===== src/sv/tve_pkg.sv =====
// Shared types, codes and constants of the track velocity extrapolator.
package tve_pkg;

    localparam int CFG_IDX_W = 1;
    localparam int CFG_DATA_W = 16;
    localparam int DIV_W = 33;

    localparam logic [1:0] OP_LOAD    = 2'd0;
    localparam logic [1:0] OP_UPDATE  = 2'd1;
    localparam logic [1:0] OP_PREDICT = 2'd2;
    localparam logic [1:0] OP_UNUSED  = 2'd3;

    localparam logic [CFG_IDX_W-1:0] CFG_VEL_LIMIT   = 1'd0;
    localparam logic [CFG_IDX_W-1:0] CFG_MIN_ELAPSED = 1'd1;

    localparam logic [15:0] VEL_LIMIT_RST   = 16'd1000;
    localparam logic [7:0]  MIN_ELAPSED_RST = 8'd1;

    typedef struct packed {
        logic [1:0]  op;
        logic [15:0] trk_id;
        logic [7:0]  obj_id;
        logic [15:0] pos_x;
        logic [15:0] pos_y;
        logic [15:0] box_w;
        logic [15:0] box_h;
        logic [31:0] stamp;
        logic        frame_end;
    } in_t;

    typedef struct packed {
        logic [15:0] out_track;
        logic [7:0]  out_class;
        logic [15:0] pred_x;
        logic [15:0] pred_y;
        logic [15:0] out_w;
        logic [15:0] out_h;
        logic        is_last;
    } out_t;

    typedef struct packed {
        logic [15:0]        trk;
        logic [7:0]         cls;
        logic [15:0]        x;
        logic [15:0]        y;
        logic [15:0]        w;
        logic [15:0]        h;
        logic [31:0]        t;
        logic signed [31:0] vx;
        logic signed [31:0] vy;
    } entry_t;

    typedef struct packed {
        logic [15:0]        trk;
        logic [7:0]         cls;
        logic [15:0]        x;
        logic [15:0]        y;
        logic [15:0]        w;
        logic [15:0]        h;
        logic signed [31:0] vx;
        logic signed [31:0] vy;
    } shadow_t;

    typedef struct packed {
        logic latch;
        logic shadow_load;
        logic idx_clr;
        logic idx_inc;
        logic k_clr;
        logic k_inc;
        logic ent_rd;
        logic ent_addr_k;
        logic sh_rd;
        logic sh_wb;
        logic div_start;
        logic ent_upd;
        logic cp_wr;
        logic fin_frame;
        logic dt_ld;
        logic mul_en;
        logic mul_y;
        logic mul_hi;
        logic pred_x_ld;
        logic out_ld;
    } cmd_t;

    typedef struct packed {
        logic [1:0] op;
        logic       fend;
        logic       idx_end;
        logic       k_end;
        logic       key_eq;
        logic       dt_small;
        logic       div_done;
        logic       ent_empty;
        logic       is_last;
        logic       out_taken;
    } status_t;

    typedef enum logic [4:0] {
        ST_IDLE,
        ST_DISPATCH,
        ST_FE_NEXT,
        ST_FE_RD,
        ST_SR_RD,
        ST_SR_CHK,
        ST_SR_DIV,
        ST_SR_POST,
        ST_SR_FIN,
        ST_CP_RD,
        ST_CP_WR,
        ST_P_RD,
        ST_P_DT,
        ST_P_MX0,
        ST_P_MX1,
        ST_P_MY0,
        ST_P_MY1,
        ST_P_LOAD,
        ST_P_WAIT
    } state_t;

endpackage


===== src/sv/tve_ctrl.sv =====
// Controller: sequences load, frame-end matching, table copy, update and predict.
module tve_ctrl (
    input  logic             clk,
    input  logic             rst_n,
    input  logic             in_valid,
    output logic             in_ready,
    input  tve_pkg::status_t status,
    output tve_pkg::cmd_t    cmd
);

    tve_pkg::state_t state_reg;
    tve_pkg::state_t state_next;

    always_ff @(posedge clk or negedge rst_n)
    begin
        if (!rst_n)
        begin
            state_reg <= tve_pkg::ST_IDLE;
        end
        else
        begin
            state_reg <= state_next;
        end
    end

    always_comb
    begin
        state_next = state_reg;
        cmd        = '0;
        in_ready   = 1'b0;
        unique case (state_reg)
            tve_pkg::ST_IDLE:
            begin
                in_ready = 1'b1;
                if (in_valid)
                begin
                    cmd.latch  = 1'b1;
                    state_next = tve_pkg::ST_DISPATCH;
                end
            end
            tve_pkg::ST_DISPATCH:
            begin
                unique case (status.op)
                    tve_pkg::OP_LOAD:
                    begin
                        cmd.shadow_load = 1'b1;
                        if (status.fend)
                        begin
                            cmd.idx_clr = 1'b1;
                            state_next  = tve_pkg::ST_FE_NEXT;
                        end
                        else
                        begin
                            state_next = tve_pkg::ST_IDLE;
                        end
                    end
                    tve_pkg::OP_UPDATE:
                    begin
                        cmd.k_clr  = 1'b1;
                        state_next = tve_pkg::ST_SR_RD;
                    end
                    tve_pkg::OP_PREDICT:
                    begin
                        cmd.idx_clr = 1'b1;
                        state_next  = status.ent_empty ? tve_pkg::ST_IDLE : tve_pkg::ST_P_RD;
                    end
                    default: state_next = tve_pkg::ST_IDLE;
                endcase
            end
            tve_pkg::ST_FE_NEXT:
            begin
                if (status.idx_end)
                begin
                    cmd.idx_clr = 1'b1;
                    state_next  = tve_pkg::ST_CP_RD;
                end
                else
                begin
                    cmd.sh_rd  = 1'b1;
                    state_next = tve_pkg::ST_FE_RD;
                end
            end
            tve_pkg::ST_FE_RD:
            begin
                cmd.k_clr  = 1'b1;
                state_next = tve_pkg::ST_SR_RD;
            end
            tve_pkg::ST_SR_RD:
            begin
                if (status.k_end)
                begin
                    state_next = tve_pkg::ST_SR_FIN;
                end
                else
                begin
                    cmd.ent_rd     = 1'b1;
                    cmd.ent_addr_k = 1'b1;
                    state_next     = tve_pkg::ST_SR_CHK;
                end
            end
            tve_pkg::ST_SR_CHK:
            begin
                if (!status.key_eq)
                begin
                    cmd.k_inc  = 1'b1;
                    state_next = tve_pkg::ST_SR_RD;
                end
                else if (status.dt_small)
                begin
                    state_next = tve_pkg::ST_SR_FIN;
                end
                else
                begin
                    cmd.div_start = 1'b1;
                    state_next    = tve_pkg::ST_SR_DIV;
                end
            end
            tve_pkg::ST_SR_DIV:
            begin
                if (status.div_done)
                begin
                    state_next = tve_pkg::ST_SR_POST;
                end
            end
            tve_pkg::ST_SR_POST:
            begin
                cmd.ent_upd = 1'b1;
                state_next  = tve_pkg::ST_SR_FIN;
            end
            tve_pkg::ST_SR_FIN:
            begin
                if (status.op == tve_pkg::OP_UPDATE)
                begin
                    state_next = tve_pkg::ST_IDLE;
                end
                else
                begin
                    cmd.sh_wb   = 1'b1;
                    cmd.idx_inc = 1'b1;
                    state_next  = tve_pkg::ST_FE_NEXT;
                end
            end
            tve_pkg::ST_CP_RD:
            begin
                if (status.idx_end)
                begin
                    cmd.fin_frame = 1'b1;
                    state_next    = tve_pkg::ST_IDLE;
                end
                else
                begin
                    cmd.sh_rd  = 1'b1;
                    state_next = tve_pkg::ST_CP_WR;
                end
            end
            tve_pkg::ST_CP_WR:
            begin
                cmd.cp_wr   = 1'b1;
                cmd.idx_inc = 1'b1;
                state_next  = tve_pkg::ST_CP_RD;
            end
            tve_pkg::ST_P_RD:
            begin
                cmd.ent_rd = 1'b1;
                state_next = tve_pkg::ST_P_DT;
            end
            tve_pkg::ST_P_DT:
            begin
                cmd.dt_ld  = 1'b1;
                state_next = tve_pkg::ST_P_MX0;
            end
            tve_pkg::ST_P_MX0:
            begin
                cmd.mul_en = 1'b1;
                state_next = tve_pkg::ST_P_MX1;
            end
            tve_pkg::ST_P_MX1:
            begin
                cmd.mul_en = 1'b1;
                cmd.mul_hi = 1'b1;
                state_next = tve_pkg::ST_P_MY0;
            end
            tve_pkg::ST_P_MY0:
            begin
                cmd.pred_x_ld = 1'b1;
                cmd.mul_en    = 1'b1;
                cmd.mul_y     = 1'b1;
                state_next    = tve_pkg::ST_P_MY1;
            end
            tve_pkg::ST_P_MY1:
            begin
                cmd.mul_en = 1'b1;
                cmd.mul_y  = 1'b1;
                cmd.mul_hi = 1'b1;
                state_next = tve_pkg::ST_P_LOAD;
            end
            tve_pkg::ST_P_LOAD:
            begin
                cmd.out_ld = 1'b1;
                state_next = tve_pkg::ST_P_WAIT;
            end
            tve_pkg::ST_P_WAIT:
            begin
                if (status.out_taken)
                begin
                    if (status.is_last)
                    begin
                        state_next = tve_pkg::ST_IDLE;
                    end
                    else
                    begin
                        cmd.idx_inc = 1'b1;
                        state_next  = tve_pkg::ST_P_RD;
                    end
                end
            end
            default: state_next = tve_pkg::ST_IDLE;
        endcase
    end

endmodule


===== config.mk =====
export PLATFORM = sky130hd
export DESIGN_NAME = tve_ctrl
export DESIGN_NICKNAME = d
export VERILOG_FILES = /design/src/sv/tve_pkg.sv /design/src/sv/tve_ctrl.sv
export SDC_FILE = /design/constraint.sdc
export NUM_CORES = 1
export LEC_CHECK = 0
export BUFFER_PORTS_ARGS = -buffer_cell sky130_fd_sc_hd__buf_2
export CAP_MARGIN = 20
export CORE_MARGIN = 2
export CORE_UTILIZATION = 50
export CTS_BUF_LIST = sky130_fd_sc_hd__clkbuf_4 sky130_fd_sc_hd__clkbuf_8
export CTS_CLUSTER_DIAMETER = 200
export DETAILED_ROUTE_END_ITERATION = 16
export PLACE_DENSITY = 0.83
export SKIP_LAST_GASP = 1
export SLEW_MARGIN = 25
export SYNTH_ARGS = -nofsm -noshare
export SYNTH_HDL_FRONTEND = slang
export SYNTH_SLANG_ARGS = --single-unit

===== constraint.sdc =====
create_clock -name clk -period 2.4 [get_ports clk]
set_clock_uncertainty 0.2 [all_clocks]
set_input_delay 0.36 -clock clk [delete_from_list [all_inputs] [get_ports clk]]
set_output_delay 0.36 -clock clk [all_outputs]
set_load 0.005 [all_outputs]

==> results.rst <==
.. list-table::
   :header-rows: 1

   * - Metric
     - Value
   * - Count of yosys warnings during synthesis
     - 0
   * - Setup violation total in the final timing report
     - 0
   * - CP max-delay cell
     - dfrtp_1
   * - Worst path buffer plus inverter count
     - 1
   * - Yosys top cell area share
     - 0.150
   * - Cell family contributing the most delay on the critical path
     - simple AND/OR/NAND/NOR gates
   * - Maximum clock rate
     - 432 MHz
   * - Number of buffers created by CTS
     - 3
   * - Sum of routed wire length over all layers
     - 2510 um
   * - Final cell count without fillers
     - 168
   * - Most frequent cell on the critical path
     - o21ai_0
   * - Pre-Repair DR Iteration Count
     - 4
   * - Via count of the first global-routing pass
     - 799
   * - Setup repair after global routing missed its margin
     - false
   * - Net count, final
     - 167
   * - Dominant combinational cell family by area after synthesis
     - simple AND/OR/NAND/NOR gates
   * - Most crowded layer after global routing
     - met2
   * - Final hold vios
     - 0
   * - Die Outline Area
     - 0.00201 sq mm
   * - Worst supply voltage drop on vdd
     - 0.610 mV
   * - Core ar.
     - 0.00154 sq mm
   * - Count of cell types in the netlist
     - 46
   * - Layout-stage area growth over the synthesis result
     - 29.5%
   * - Mean Syn Cell Area
     - 7.30 sq um
   * - Antenna violations before repair
     - 0
   * - Required time of the worst setup path
     - 1.84 ns
   * - Detailed-route DRC error count
     - 0
   * - Routed vias
     - 1,032
   * - Slew at the pin closest to its max-slew limit
     - 0.365 ns
   * - Setup TNS
     - 0 ns
   * - Synthesized-area fraction occupied by xor and xnor cells
     - 0
   * - Critical path cell sequence
     - nand2b_4, nor4b_4, o21ai_0, o21ai_0, buf_2
   * - Sequential area share after synthesis
     - 0.150
   * - Primary flip-flop cell chosen by synthesis mapping
     - dfrtp_1
   * - Max FO, Critical Path
     - 10
   * - CTS clock-pin slew for the worst setup and hold paths
     - 0.05 ns
   * - Max-cap violation count
     - 0
   * - GR Util All Layers
     - 0.244
   * - Via count normalized by instance count
     - 6.14
   * - Post-synthesis share of cell area spent on full adders, half adders and majority gates
     - 0
   * - Final weighted congestion in routability-driven placement
     - 0.932
   * - Ranking of synthesized cells by area
     - dfrtp_1 15%, nand2b_1 4.5%, nor3_1 4.2%
   * - Count of clock tree sinks
     - 5
   * - CTS tree
     - built
   * - Post-Synthesis Cells
     - 114
   * - Latest clock arrival within the worst-skew pair
     - 0.24 ns
   * - Critical Path End Type
     - output port
   * - Power per cell area
     - 861 mW/mm^2
   * - Root Driver
     - clkbuf_4
   * - Post-synthesis async set-or-reset flop share
     - 1.00
   * - Number of H-tree levels
     - 1
   * - Met1 demand-to-capacity share in global routing
     - 0.348
   * - WS Path Type
     - flop to output port
   * - Share of cells above drive strength 1
     - 0.382
   * - Buffers from clock root to sink, at most
     - 2
   * - Post-synthesis share of cell area spent on and, or, nand and nor gates
     - 0.480
   * - Largest net degree at the start of global routing
     - 17
   * - Congestion Overflow GR
     - 0
   * - Outcome
     - finished, final reports clean
   * - Leakage power
     - 0.000531 uW
   * - WL/cell
     - 14.9 um
   * - Max stage delay on crit path
     - 0.50 ns
   * - Wire length of the first global-routing pass
     - 3680 um
   * - Count of pins on the block boundary
     - 35
   * - Fraction of met2 tracks used by global routing
     - 0.409
   * - Share of the clock period used by the worst path
     - 0.964
   * - HPWL reported at the end of detailed placement
     - 1870 um
   * - Net count of the mapped netlist
     - 128
   * - Kind of path behind the tightest hold check
     - input port to asynchronous set/reset pin
   * - Category of the worst setup path launch point
     - flop
   * - Number of flip-flops in the largest register
     - 5
   * - Ranking of synthesized cells by instance count
     - 8 x nand2_1, 8 x nor2_1, 7 x nor3_1, 6 x nand2b_1
   * - Multiplexer share of the synthesized area
     - 0.0135
   * - Die Span X
     - 44.8 um
   * - Instance count after placement with tap cells included
     - 163
   * - Data arrival time of the critical path
     - 1.75 ns
   * - Number of violations reported at the end of detailed-routing iteration 0
     - 37
   * - Syn Std Cell Area
     - 832 sq um
   * - Number of enable flip-flop cells after synthesis
     - 0
   * - Leading area contributor after synthesis
     - dfrtp_1
   * - Number of buffers inserted by post-CTS setup repair
     - 0
   * - Period minus WS final
     - 2.31 ns
   * - Post-synthesis register bit count
     - 5
   * - Die Y-Extent
     - 44.8 um
   * - GRT met3 Usage
     - 0.0480
   * - Compound-gate portion of the synthesized area
     - 0.254
   * - Worst rel slew slack
     - 0.757
   * - Count of inserted antenna diode cells
     - 0
   * - Final antenna-violating net count
     - 0
   * - Std cell rows
     - 14
   * - Max Slew Vio Count
     - 0
   * - Port Buffer Count
     - 34
   * - Starting density of the core
     - 0.540
final timing paths:
kind                               from      endpoint  slack, ns  cells after the start
setup / recovery           state_reg[4]       cmd[17]       0.09                      5
hold / removal                    rst_n  state_reg[2]       0.26                      2
setup reg to reg           state_reg[1]  state_reg[3]       0.54                      5
hold reg to reg            state_reg[4]  state_reg[4]       0.52                      2
max in group asynchronous         rst_n  state_reg[0]       1.59                      2
min in group clk              status[0]  state_reg[4]       0.27                      4
layout by cell type (no fill, tap or decap), types with 2 or more instances in the layout:
| master | instances |
|---|---|
| a31oi_1 | 2 |
| nor4_1 | 4 |
| and2_1 | 2 |
| o31ai_1 | 2 |
| buf_4 | 9 |
| nor2_1 | 8 |
| inv_1 | 4 |
| nand2b_1 | 6 |
| nand3_1 | 5 |
| dfrtp_2 | 2 |
| nor2b_1 | 5 |
| clkbuf_4 | 4 |
| or3_1 | 3 |
| dfrtp_1 | 3 |
| and4b_1 | 2 |
| nand2_1 | 8 |
| o21ai_0 | 4 |
| o22ai_1 | 3 |
| or3b_1 | 2 |
| nor3_1 | 7 |
| buf_2 | 34 |
| nand3b_1 | 3 |
| a21oi_1 | 5 |
metrics by stage:
step           utilization  power, uW  hold slack, ns  setup WS, ns  cell area (sq um)
6_report             0.699        927           0.262        0.0864               1080
5_1_grt              0.699        995           0.254       0.00914               1080
4_1_cts              0.688        899           0.254        0.0272               1060
3_5_place_dp         0.662        782         -0.0170         0.302               1020
3_3_place_gp         0.662        773         -0.0248         0.324               1020
2_1_floorplan            -        619          -0.136         0.577                832
metal layers:
metal / part of all wire / routed length [um]
met1: 0.42 / 1060
met2: 0.48 / 1200
met3: 0.099 / 248
met4: 0 / 0
met5: 0 / 0
repair_timing:
item / in CTS / in global routing
endpoints found under the hold margin: 5 / 0
setup endpoints to repair: 0 / 4
resized for setup: 0 / 4
hold buffers: 1 / 0
kinds of logic (layout without fill, tap and decap cells):
kind of cell	Yosys count	after routing
compound gates	28	28
simple gates	66	66
buf+inv	14	52
mux	1	1
flops	5	5
power by group:
group	internal (uW)	switching [uW]	leakage, uW	total, uW
registers	113	68.8	0.0000631	182
logic	288	345	0.000450	633
clock network	74.3	37.4	0.0000184	112
cell type report:
| type | count | area, sq um |
|---|---|---|
| multi-input combinational | 95 | 637 |
| fill | 131 | 464 |
| timing repair buffer | 44 | 248 |
| sequential | 5 | 128 |
| clock buffer | 4 | 30.0 |
| tap | 16 | 20.0 |
| inverter | 4 | 15.0 |
Power figures use the tool's default switching activity.
